==> src/sv/stt_pkg.sv <==
`timescale 1ns / 1ps

package stt_pkg;

    localparam int OFFSET_BITS = 32;
    localparam int LINE_BITS   = 24;
    localparam int FIFO_DEPTH  = 4;
    localparam int FIFO_AW     = $clog2(FIFO_DEPTH);
    localparam int SLOTS       = 3;

    localparam logic [2:0] KIND_LITERAL = 3'd0;
    localparam logic [2:0] KIND_STRING  = 3'd1;
    localparam logic [2:0] KIND_LBEGIN  = 3'd2;
    localparam logic [2:0] KIND_LEND    = 3'd3;
    localparam logic [2:0] KIND_EOT     = 3'd4;
    localparam logic [2:0] KIND_UNTERM  = 3'd5;

    localparam logic [1:0] MODE_IDLE    = 2'd0;
    localparam logic [1:0] MODE_COMMENT = 2'd1;
    localparam logic [1:0] MODE_STRING  = 2'd2;
    localparam logic [1:0] MODE_LITERAL = 2'd3;

    localparam logic [7:0] CH_LBRACK = 8'h5B;
    localparam logic [7:0] CH_RBRACK = 8'h5D;
    localparam logic [7:0] CH_COMMA  = 8'h2C;
    localparam logic [7:0] CH_HASH   = 8'h23;
    localparam logic [7:0] CH_QUOTE  = 8'h22;
    localparam logic [7:0] CH_NL     = 8'h0A;
    localparam logic [7:0] CH_CR     = 8'h0D;
    localparam logic [7:0] CH_TAB    = 8'h09;
    localparam logic [7:0] CH_SPACE  = 8'h20;

    typedef struct packed {
        logic [7:0] text_byte;
        logic       final_byte;
    } t_in_item;

    typedef struct packed {
        logic [2:0]             token_kind;
        logic [OFFSET_BITS-1:0] start_offset;
        logic [OFFSET_BITS-1:0] token_length;
        logic [LINE_BITS-1:0]   start_line;
        logic [LINE_BITS-1:0]   start_column;
        logic                   run_end;
    } t_out_item;

    typedef struct packed {
        logic [2:0]             token_kind;
        logic [OFFSET_BITS-1:0] start_offset;
        logic [OFFSET_BITS-1:0] token_length;
        logic [LINE_BITS-1:0]   start_line;
        logic [LINE_BITS-1:0]   start_column;
    } t_token;

    // tokens caused by one byte, slot 0 first; count is 1..3
    typedef struct packed {
        logic [1:0]             count;
        t_token [SLOTS-1:0]     slot;
    } t_bundle;

    function automatic t_token mk_tok(
        input logic [2:0]             kind,
        input logic [OFFSET_BITS-1:0] off,
        input logic [OFFSET_BITS-1:0] len,
        input logic [LINE_BITS-1:0]   ln,
        input logic [LINE_BITS-1:0]   col
    );
        t_token t;
        t.token_kind   = kind;
        t.start_offset = off;
        t.token_length = len;
        t.start_line   = ln;
        t.start_column = col;
        return t;
    endfunction

    function automatic logic is_space(input logic [7:0] b);
        return (b == CH_SPACE) || (b == CH_TAB) || (b == CH_CR) || (b == CH_NL);
    endfunction

    function automatic logic is_stop(input logic [7:0] b);
        return is_space(b) || (b == CH_HASH) || (b == CH_QUOTE) ||
               (b == CH_LBRACK) || (b == CH_RBRACK) || (b == CH_COMMA);
    endfunction

endpackage

==> src/sv/stt_front.sv <==
`timescale 1ns / 1ps

module stt_front (
    input  logic              i_clk,
    input  logic              i_rst_n,
    input  logic              i_valid,
    input  stt_pkg::t_in_item i_item,
    output logic              o_ready,
    input  logic              i_full,
    output logic              o_push,
    output stt_pkg::t_bundle  o_bundle
);

    logic [1:0]                      r_mode, n_mode;
    logic [stt_pkg::OFFSET_BITS-1:0] r_pos, n_pos;
    logic [stt_pkg::LINE_BITS-1:0]   r_line, n_line;
    logic [stt_pkg::LINE_BITS-1:0]   r_col, n_col;
    logic [stt_pkg::OFFSET_BITS-1:0] r_tb, n_tb;
    logic [stt_pkg::LINE_BITS-1:0]   r_tl, n_tl;
    logic [stt_pkg::LINE_BITS-1:0]   r_tc, n_tc;

    logic             accept;
    logic [7:0]       b;
    logic             fresh;
    logic [1:0]       cnt;
    stt_pkg::t_bundle bundle;

    assign o_ready = !i_full;
    assign accept  = i_valid && !i_full;
    assign b       = i_item.text_byte;

    always_comb begin
        n_mode = r_mode;
        n_tb   = r_tb;
        n_tl   = r_tl;
        n_tc   = r_tc;
        n_pos  = r_pos + stt_pkg::OFFSET_BITS'(1);
        fresh  = 1'b0;
        cnt    = 2'd0;
        bundle = '0;

        if (b == stt_pkg::CH_NL) begin
            n_line = r_line + stt_pkg::LINE_BITS'(1);
            n_col  = '0;
        end else begin
            n_line = r_line;
            n_col  = r_col + stt_pkg::LINE_BITS'(1);
        end

        unique case (r_mode)
            stt_pkg::MODE_LITERAL: begin
                if (stt_pkg::is_stop(b)) begin
                    bundle.slot[cnt] = stt_pkg::mk_tok(stt_pkg::KIND_LITERAL, r_tb,
                                                       r_pos - r_tb, r_tl, r_tc);
                    cnt    = cnt + 2'd1;
                    n_mode = stt_pkg::MODE_IDLE;
                    fresh  = 1'b1;
                end
            end
            stt_pkg::MODE_COMMENT: begin
                if (b == stt_pkg::CH_NL) begin
                    n_mode = stt_pkg::MODE_IDLE;
                end
            end
            stt_pkg::MODE_STRING: begin
                if (b == stt_pkg::CH_QUOTE) begin
                    bundle.slot[cnt] = stt_pkg::mk_tok(stt_pkg::KIND_STRING,
                        r_tb + stt_pkg::OFFSET_BITS'(1),
                        r_pos - r_tb - stt_pkg::OFFSET_BITS'(1), r_tl, r_tc);
                    cnt    = cnt + 2'd1;
                    n_mode = stt_pkg::MODE_IDLE;
                end
            end
            stt_pkg::MODE_IDLE: begin
                fresh = 1'b1;
            end
        endcase

        if (fresh && !stt_pkg::is_space(b)) begin
            priority if (b == stt_pkg::CH_HASH) begin
                n_mode = stt_pkg::MODE_COMMENT;
            end else if (b == stt_pkg::CH_QUOTE) begin
                n_tb   = r_pos;
                n_tl   = n_line;
                n_tc   = n_col;
                n_mode = stt_pkg::MODE_STRING;
            end else if (b == stt_pkg::CH_LBRACK) begin
                bundle.slot[cnt] = stt_pkg::mk_tok(stt_pkg::KIND_LBEGIN, r_pos,
                    stt_pkg::OFFSET_BITS'(1), n_line, n_col);
                cnt = cnt + 2'd1;
            end else if (b == stt_pkg::CH_RBRACK) begin
                bundle.slot[cnt] = stt_pkg::mk_tok(stt_pkg::KIND_LEND, r_pos,
                    stt_pkg::OFFSET_BITS'(1), n_line, n_col);
                cnt = cnt + 2'd1;
            end else begin
                n_tb   = r_pos;
                n_tl   = n_line;
                n_tc   = n_col;
                n_mode = stt_pkg::MODE_LITERAL;
            end
        end

        if (i_item.final_byte) begin
            if (n_mode == stt_pkg::MODE_LITERAL) begin
                bundle.slot[cnt] = stt_pkg::mk_tok(stt_pkg::KIND_LITERAL, n_tb,
                                                   n_pos - n_tb, n_tl, n_tc);
                cnt = cnt + 2'd1;
            end else if (n_mode == stt_pkg::MODE_STRING) begin
                bundle.slot[cnt] = stt_pkg::mk_tok(stt_pkg::KIND_UNTERM,
                    n_tb + stt_pkg::OFFSET_BITS'(1), r_pos - n_tb, n_tl, n_tc);
                cnt = cnt + 2'd1;
            end
            bundle.slot[cnt] = stt_pkg::mk_tok(stt_pkg::KIND_EOT, n_pos, '0,
                                               n_line, n_col);
            cnt    = cnt + 2'd1;
            n_mode = stt_pkg::MODE_IDLE;
            n_pos  = '0;
            n_line = stt_pkg::LINE_BITS'(1);
            n_col  = '0;
            n_tb   = '0;
            n_tl   = '0;
            n_tc   = '0;
        end
        bundle.count = cnt;
    end

    assign o_push   = accept && (cnt != 2'd0);
    assign o_bundle = bundle;

    always_ff @(posedge i_clk) begin
        if (!i_rst_n) begin
            r_mode <= stt_pkg::MODE_IDLE;
            r_pos  <= '0;
            r_line <= stt_pkg::LINE_BITS'(1);
            r_col  <= '0;
            r_tb   <= '0;
            r_tl   <= '0;
            r_tc   <= '0;
        end else if (accept) begin
            r_mode <= n_mode;
            r_pos  <= n_pos;
            r_line <= n_line;
            r_col  <= n_col;
            r_tb   <= n_tb;
            r_tl   <= n_tl;
            r_tc   <= n_tc;
        end
    end

endmodule

==> src/sv/stt_fifo.sv <==
`timescale 1ns / 1ps

module stt_fifo (
    input  logic             i_clk,
    input  logic             i_rst_n,
    input  logic             i_push,
    input  stt_pkg::t_bundle i_data,
    output logic             o_full,
    input  logic             i_pop,
    output logic             o_empty,
    output stt_pkg::t_bundle o_data
);

    stt_pkg::t_bundle r_mem [stt_pkg::FIFO_DEPTH];

    logic [stt_pkg::FIFO_AW-1:0] r_wr_ptr, r_rd_ptr;
    logic [stt_pkg::FIFO_AW:0]   r_count, n_count;
    logic                        do_push, do_pop;

    assign o_full  = (r_count == (stt_pkg::FIFO_AW+1)'(stt_pkg::FIFO_DEPTH));
    assign o_empty = (r_count == '0);
    assign do_push = i_push && !o_full;
    assign do_pop  = i_pop && !o_empty;
    assign o_data  = r_mem[r_rd_ptr];

    always_comb begin
        n_count = r_count;
        if (do_push && !do_pop) begin
            n_count = r_count + (stt_pkg::FIFO_AW+1)'(1);
        end else if (do_pop && !do_push) begin
            n_count = r_count - (stt_pkg::FIFO_AW+1)'(1);
        end
    end

    always_ff @(posedge i_clk) begin
        if (do_push) begin
            r_mem[r_wr_ptr] <= i_data;
        end
    end

    always_ff @(posedge i_clk) begin
        if (!i_rst_n) begin
            r_wr_ptr <= '0;
            r_rd_ptr <= '0;
            r_count  <= '0;
        end else begin
            if (do_push) begin
                r_wr_ptr <= r_wr_ptr + stt_pkg::FIFO_AW'(1);
            end
            if (do_pop) begin
                r_rd_ptr <= r_rd_ptr + stt_pkg::FIFO_AW'(1);
            end
            r_count <= n_count;
        end
    end

endmodule

==> src/sv/stt_back.sv <==
`timescale 1ns / 1ps

module stt_back (
    input  logic               i_clk,
    input  logic               i_rst_n,
    input  logic               i_empty,
    input  stt_pkg::t_bundle   i_data,
    output logic               o_pop,
    output logic               o_valid,
    input  logic               i_ready,
    output stt_pkg::t_out_item o_item
);

    stt_pkg::t_bundle r_bundle;
    logic [1:0]       r_idx;
    logic             r_have;
    logic             last;
    logic             done;
    stt_pkg::t_token  cur;

    assign last    = (r_idx == (r_bundle.count - 2'd1));
    assign done    = !r_have || (i_ready && last);
    assign o_pop   = done && !i_empty;
    assign o_valid = r_have;
    assign cur     = r_bundle.slot[r_idx];

    assign o_item.token_kind   = cur.token_kind;
    assign o_item.start_offset = cur.start_offset;
    assign o_item.token_length = cur.token_length;
    assign o_item.start_line   = cur.start_line;
    assign o_item.start_column = cur.start_column;
    assign o_item.run_end      = last;

    always_ff @(posedge i_clk) begin
        if (o_pop) begin
            r_bundle <= i_data;
        end
    end

    always_ff @(posedge i_clk) begin
        if (!i_rst_n) begin
            r_have <= 1'b0;
            r_idx  <= '0;
        end else if (done) begin
            r_have <= !i_empty;
            r_idx  <= '0;
        end else if (i_ready) begin
            r_idx <= r_idx + 2'd1;
        end
    end

endmodule

==> src/sv/scene_text_tokenizer.sv <==
`timescale 1ns / 1ps

// Scene text tokenizer.
// Input channel (i_valid / o_ready / i_item): one text byte per transaction,
// final_byte set on the last byte of a text. Output channel (o_valid /
// i_ready / o_item): one token per transaction; run_end marks the last token
// caused by a given byte. Each byte gives zero to three tokens.
// A byte is classified and its tokens are bundled in the same cycle; bundles
// wait in a 4-entry queue, and the back end plays them out one token per
// cycle from a held output register, while i_ready is high. A byte's bundle
// is written to a queue entry, then to the output register. Bytes are taken
// one per cycle while the queue has room; the output side sets the rate.
// When the receiver stalls, the current token holds and the queue fills;
// o_ready drops only when all four queue entries are occupied.
// Reset (synchronous, active low) empties the queue, drops o_valid and
// returns the scanner to between-tokens, offset 0, line 1, column 0.
// A final byte also returns the scanner to that state after its end token.

module scene_text_tokenizer (
    input  logic                i_clk,
    input  logic                i_rst_n,
    input  logic                i_valid,
    output logic                o_ready,
    input  stt_pkg::t_in_item   i_item,
    output logic                o_valid,
    input  logic                i_ready,
    output stt_pkg::t_out_item  o_item
);

    logic             q_full, q_empty, q_push, q_pop;
    stt_pkg::t_bundle q_wdata, q_rdata;

    stt_front u_front (
        .i_clk    (i_clk),
        .i_rst_n  (i_rst_n),
        .i_valid  (i_valid),
        .i_item   (i_item),
        .o_ready  (o_ready),
        .i_full   (q_full),
        .o_push   (q_push),
        .o_bundle (q_wdata)
    );

    stt_fifo u_fifo (
        .i_clk   (i_clk),
        .i_rst_n (i_rst_n),
        .i_push  (q_push),
        .i_data  (q_wdata),
        .o_full  (q_full),
        .i_pop   (q_pop),
        .o_empty (q_empty),
        .o_data  (q_rdata)
    );

    stt_back u_back (
        .i_clk   (i_clk),
        .i_rst_n (i_rst_n),
        .i_empty (q_empty),
        .i_data  (q_rdata),
        .o_pop   (q_pop),
        .o_valid (o_valid),
        .i_ready (i_ready),
        .o_item  (o_item)
    );

    a_reset_quiet: assert property (@(posedge i_clk)
        !i_rst_n |=> !o_valid)
        else $error("token valid after reset");

    a_eot_ends_run: assert property (@(posedge i_clk) disable iff (!i_rst_n)
        (o_valid && (o_item.token_kind == stt_pkg::KIND_EOT)) |-> o_item.run_end)
        else $error("end token not last of its run");

    a_kind_range: assert property (@(posedge i_clk) disable iff (!i_rst_n)
        o_valid |-> (o_item.token_kind == stt_pkg::KIND_LITERAL ||
                     o_item.token_kind == stt_pkg::KIND_STRING ||
                     o_item.token_kind == stt_pkg::KIND_LBEGIN ||
                     o_item.token_kind == stt_pkg::KIND_LEND ||
                     o_item.token_kind == stt_pkg::KIND_EOT ||
                     o_item.token_kind == stt_pkg::KIND_UNTERM))
        else $error("bad token kind");

    a_bracket_len: assert property (@(posedge i_clk) disable iff (!i_rst_n)
        (o_valid && (o_item.token_kind == stt_pkg::KIND_LBEGIN ||
                     o_item.token_kind == stt_pkg::KIND_LEND))
        |-> (o_item.token_length == stt_pkg::OFFSET_BITS'(1)))
        else $error("bracket token length not one");

endmodule

==> config.mk <==
export PLATFORM = sky130hd
export DESIGN_NAME = scene_text_tokenizer
export DESIGN_NICKNAME = d
export VERILOG_FILES = /design/src/sv/stt_pkg.sv /design/src/sv/stt_front.sv /design/src/sv/stt_fifo.sv /design/src/sv/stt_back.sv /design/src/sv/scene_text_tokenizer.sv
export SDC_FILE = /design/constraint.sdc
export NUM_CORES = 2
export LEC_CHECK = 0
export ABC_CLOCK_PERIOD_IN_PS = 19400
export BUFFER_PORTS_ARGS = -buffer_cell sky130_fd_sc_hd__buf_2
export CELL_PAD_IN_SITES_DETAIL_PLACEMENT = 0
export CELL_PAD_IN_SITES_GLOBAL_PLACEMENT = 1
export CORE_MARGIN = 2
export CORE_UTILIZATION = 50
export CTS_CLUSTER_DIAMETER = 120
export DETAILED_ROUTE_END_ITERATION = 10
export GPL_ROUTABILITY_DRIVEN = 0
export PLACE_DENSITY_LB_ADDON = 0.1
export SYNTH_ARGS = -nofsm -noshare
export SYNTH_HDL_FRONTEND = slang
export SYNTH_SLANG_ARGS = --single-unit
export TNS_END_PERCENT = 20
==> constraint.sdc <==
create_clock -name i_clk -period 19.4 [get_ports i_clk]
set_input_delay 0 -clock i_clk [delete_from_list [all_inputs] [get_ports i_clk]]
set_output_delay 0 -clock i_clk [all_outputs]
set_load 0.05 [all_outputs]
### Word level (Yosys, flattened, before mapping)

Memory sizes are Yosys's and may differ from the RTL's. A register that Yosys moved wholly into a read port is not among the register bits.
Index checks and enable logic that the tools add are counted.

* $add $sub $neg: 18
* multiply operators: 0
* div/mod/pow operators: 0
* order comparisons: 7
* eq/ne operators: 16
* shift operators: 0
* mux-type cells: 76
* bitwise logic cells: 1
* reductions and logical operators: 32

Operator list (number)
* 345-bit two-way mux: 9
* 345-bit bitwise mux: 5
* 115-bit demux with 2-bit select: 3
* 115-bit two-way mux: 4
* 24-bit two-way mux: 16
* 115-bit binary-select mux with 2-bit select: 1
* 115-bit one-hot mux with 2 select lines: 1
* 32-bit two-way mux: 7
* 113-bit two-way mux: 1
* 112-bit two-way mux: 1
* 32-bit by 1-bit adder with 32-bit output, second input constant: 3
* 32-bit subtractor: 3
* 24-bit by 1-bit adder with 24-bit output, second input constant: 2
* 2-bit two-way mux: 18
* 8-bit by 6-bit equality test with 1-bit output, second input constant: 4
* 32-bit by 1-bit subtractor with 32-bit output, second input constant: 1
* 8-bit by 4-bit equality test with 1-bit output, second input constant: 3
* 8-bit by 7-bit equality test with 1-bit output, second input constant: 2
* 2-bit by 1-bit adder with 2-bit output, second input constant: 6
* 1-bit logical AND: 12
* 2-bit by 3-bit < comparator with 1-bit output, second input constant: 4
* 1-bit logical OR: 9
* 2-bit equality test, second input constant: 4
* 2-bit by 1-bit >= comparator with 1-bit output, second input constant: 3
* other kinds (17): 28

* flip-flop bits (word level): 172
* bits in latches: 0
* RAM bits: 1388
* bits in read-only memories: 0
* input bits: 13
* output and inout bits: 118
* logic and storage cells: 163
* memories kept: 1

Memories
* u_fifo.r_mem: words 4, width 347, rd ports 1, clocked after Yosys merged registers in 1, write ports 1, RTL line stt_fifo.sv:14 `stt_pkg::t_bundle r_mem [stt_pkg::FIFO_DEPTH];`

### Depth between registers and ports, before layout

* word-level depth: 30
* mapped depth: 24
* depth with buffers taken out: 22

### Modules after synthesis

A second synthesis with hierarchy kept.

* cell total of the unflattened synthesis: 6201
* area, all modules: 87705.4 sq um

Modules (own cells, without submodules)
* stt_fifo: instances 1, cells each 1861, area each 50911.3 sq um, sequential area each 41860.1 sq um
* stt_front: instances 1, cells each 3585, area each 23754.0 sq um, sequential area each 3243.1 sq um
* stt_back: instances 1, cells each 755, area each 13040.0 sq um, sequential area each 10480.1 sq um

### Worst setup path before layout

Ideal clock, no wire load.

* path kind: register -> register
* start: register u_back.r_idx[1]
* end: register u_fifo.r_count[2] (netlist name)
* library setup time: 0.076 ns
* arrival: 17.438 ns
* data required time: 19.324 ns
* slack: 1.887 ns
* cell stages (with the launch flop): 14
* buffers on the path: 1
* period minus slack after synthesis: 17.513 ns
* cell sequence: dfxtp_1 > clkbuf_1 > xor2_1 > nand3b_1 > o21ai_0 > a21boi_0 > nor2_1 > inv_1 > ha_1 > inv_1 > fa_1 > xor2_1 > or3_1 > a21boi_0

* longest elaborated chain between the ends: 8
* elaborated cells between the ends (all ways): 10
* classes of those cells: eq/ne (1); mux (1); reduce/logical (8)

RTL lines
* start: declaration: RTL line stt_back.sv:15 `logic [1:0] r_idx;`
* start signal: assignment: RTL line stt_back.sv:48 `r_idx <= r_idx + 2'd1;`
* 2-bit equality test *: RTL line stt_back.sv:21 `assign last = (r_idx == (r_bundle.count - 2'd1));`
* net u_back.last: RTL line stt_back.sv:17 `logic last;`
* 1-bit logical AND *: RTL line stt_back.sv:22 `assign done = !r_have || (i_ready && last);`
* 1-bit logical OR *: RTL line stt_back.sv:22
* 1-bit logical AND *: RTL line stt_back.sv:23 `assign o_pop = done && !i_empty;`
* net q_pop: RTL line scene_text_tokenizer.sv:30 `logic q_full, q_empty, q_push, q_pop;`
* 1-bit logical AND *: RTL line stt_fifo.sv:23 `assign do_pop = i_pop && !o_empty;`
* 1-bit zero test: RTL line stt_fifo.sv:28 `if (do_push && !do_pop) begin`
* 1-bit logical AND: RTL line stt_fifo.sv:28
* 3-bit two-way mux or 2-bit nonzero test (tied branches)
* end signal: assignment: RTL line stt_fifo.sv:53 `r_count <= n_count;`
* end: declaration: RTL line stt_fifo.sv:17 `logic [stt_pkg::FIFO_AW:0] r_count, n_count;`

Mark *: on every way through the listed nets, which the timed path passes. The rest lies on a longest branch.
A chain may end at the register's enable or synchronous reset.

==> metrics.txt <==
PortBufs 130; Die X 424 um; top cell type by total area after synthesis edfxtp_1; Fmax 0.113 GHz; CTS tree yes; via count 56991; RSZ-0062 raised after global routing false; worst skew pair latency 0.86 ns; max cap viols 0; Slew headroom 5.32%; final worst path period need 8.86 ns; IO Pins 131; skew final 0.0375 ns; Comb power frac 28.9%; clock share of power 27.5%; die area 180000 sq um; R2R setup slack 10.74 ns; Final Hold Vio Count 0; Worst Path Required 19.86 ns; Setup Viol. Count Final 0; internal power 8.84 mW; crit share post-route 45.7%; post-route ant nets 0; sw frac 34.0%; Psw 4.56 mW; Reg clk slew, reported paths 0.06 ns; register share of total power 43.6%; Slew Limit Fails 0; Clock Path Buffers 3; worst hold path type input port to flip-flop; final core utilization 55.7%; post-route cell area 97700 sq um; post-synthesis cell count 6416; Max FO, Critical Path 131; Avg WL per Cell 29.2 um; Least-Margin Pin Slew 1.41 ns; Setup TNS 0 ns; routed wire length 262000 um; Leak Pwr 31.2 nW; number of synthesized flops with an enable pin 1730; Cell Pwr Density 137 nW/um^2; syn_area_per_cell 13.7 sq um; multi-input logic area 30800 sq um; Synth Cell Area 88100 sq um; Nets 6585; layout cells sized above 1 15.3%; Detailed Place HPWL 165000 um; clock buffer count from CTS 193; Most used DFF post-synth edfxtp_1; Root Buffer clkbuf_16; Synth cell types 117; first-pass GRT wire length 381000 um; Seq/Total Area, Yosys 62.9%; fillers 14165; setup ws final 10.54 ns; CP Launch Type input port; Post-synth ARST share 0%; # rows 154; commonest non-fill, non-tap cell in the layout edfxtp_1; Die H 424 um; post-CTS setup buffers 0; GR Overflow Total 0; Place WS 10.39 ns; vias in the first global route 55623; FF+latch area 55400 sq um; Via-to-Cell Ratio 6.37; flops & latches, synth 1902; CP Class input port to flip-flop; Peak supply drop 0.106 mV; status finished clean; core area 176000 sq um; Post-DP Area 91400 sq um; main area contributors after synthesis edfxtp_1 (59%), mux4_2 (8.8%), dfxtp_1 (3.9%); Ys Warns 0; number of diodes 0; first-pass iteration count of the detailed router 9; initial antenna violation count 5; Initial Util 50.2%; 1st-iter DRT viols 5963; Synth Net Count 6550; P&R area growth vs syn 11.0%; crit path DAT 9.32 ns; largest net degree at the start of global routing 132; Clock Sinks 1902; gr usage total 28.8%; Critical Path End Type flip-flop; drc violations 0; H-Tree Depth 4; share of the synthesized area in the top cell type 59.0%; most frequent cells in the layout edfxtp_1 (1730), nand2_1 (462), nor2_1 (381), o21ai_0 (374), mux4_2 (346)
## synth_stat cells (35+ instances only)
master,count
nand2_1,468
and2_1,70
mux4_2,346
nor2_1,392
and3_1,55
o21ai_1,36
nand3_1,130
a21oi_1,308
o22ai_1,102
nand4_1,35
dfxtp_1,172
a22oi_1,237
a31oi_1,52
mux2i_1,165
xor2_1,92
nor3_1,135
buf_2,36
xnor2_1,136
inv_1,101
ha_1,117
nor2b_1,128
clkbuf_1,321
edfxtp_1,1730
a211oi_1,53
buf_1,81
a21o_1,45
o21ai_0,377
## cells by family (layout without fill, tap and decap cells)
group	Yosys count	in the layout	synth area share (%)
buf+inv	545	742	2.39
xor+xnor	229	229	2.29
compound gates	1518	1518	11.1
flops	1902	1902	62.9
simple gates	1584	1584	8.74
fa+ha+maj	121	121	1.75
mux	517	517	10.8
## registers in the layout, summed over array words and instances (netlist names)
name	cells
u_back.r_idx	2
u_front.r_mode	2
u_fifo.r_mem	1384
u_front.r_tb	32
u_back.o_valid	1
u_fifo.r_rd_ptr	2
u_front.r_pos	32
u_front.r_line	24
u_front.r_tc	24
u_back.r_bundle	346
u_fifo.r_count	3
u_fifo.r_wr_ptr	2
u_front.r_tl	24
u_front.r_col	24
## final cells by class
class / count / area share, %
clock buffers: 252 / 5.32
well taps: 2340 / 3.00
clock inverters: 105 / 1.10
repair buffers: 281 / 1.96
flip-flops and latches: 1902 / 56.7
multi-input cells: 3969 / 31.5
inverters: 104 / 0.405
## power by group through the flow
stage	registers [mW]	logic [mW]	clock network (mW)
2_1_floorplan	6.21	2.56	0
3_3_place_gp	5.90	3.86	0
3_5_place_dp	5.94	3.89	0
4_1_cts	5.86	3.90	3.75
5_1_grt	5.92	4.07	3.90
6_report	5.85	3.87	3.68
## final timing paths
kind / from / endpoint / depth (start not counted)
worst min-delay path: i_valid / u_front.r_line[0] / 4
worst max-delay path: i_item[6] / u_fifo.r_mem[1][58] / 23
worst min register to register: u_front.r_line[15] / u_front.r_line[15] / 2
worst max register to register: u_front.r_mode[1] / u_fifo.r_mem[1][58] / 20
## per-stage QoR
stage / hold WS, ns / std cells / total power, mW
global placement: 0.296 / 8591 / 9.76
detailed placement: 0.294 / 8591 / 9.82
global route: 0.0921 / 8953 / 13.9
finish: 0.0690 / 8953 / 13.4
floorplan: 0.148 / 6416 / 8.76
CTS: 0.00973 / 8953 / 13.5
## layer usage
metal / routed length, um / global-route usage [%]
met1: 102000 / 37.3
met2: 130000 / 48.7
met3: 18400 / 4.57
met4: 11300 / 11.7
met5: 31 / 0
## what timing repair did
| item | CTS | global route |
|---|---|---|
| endpoints found under the setup margin | 0 | 0 |
| hold buffers | 5 | 0 |
| gates resized for setup | 0 | 0 |
| endpoints found under the hold margin | 89 | 0 |
## worst max-delay path, stage by stage
cell and delay (ns):
dlygate4sd3_1 0.52, buf_2 0.22, nor4b_2 0.36, nor3b_2 0.62
nand3b_1 0.15, buf_4 0.33, nand2_2 0.14, buf_4 0.54
inv_1 0.16, ha_1 0.32, and3_1 0.15, nor3_2 0.35
inv_1 0.13, ha_1 0.29, nand2_1 0.06, a21boi_0 0.38
ha_2 0.35, o21ai_0 0.68, o21a_2 0.39, and2_4 0.53
buf_12 0.59, buf_4 0.76, buf_4 0.77
(Power assumes the default switching activity.)
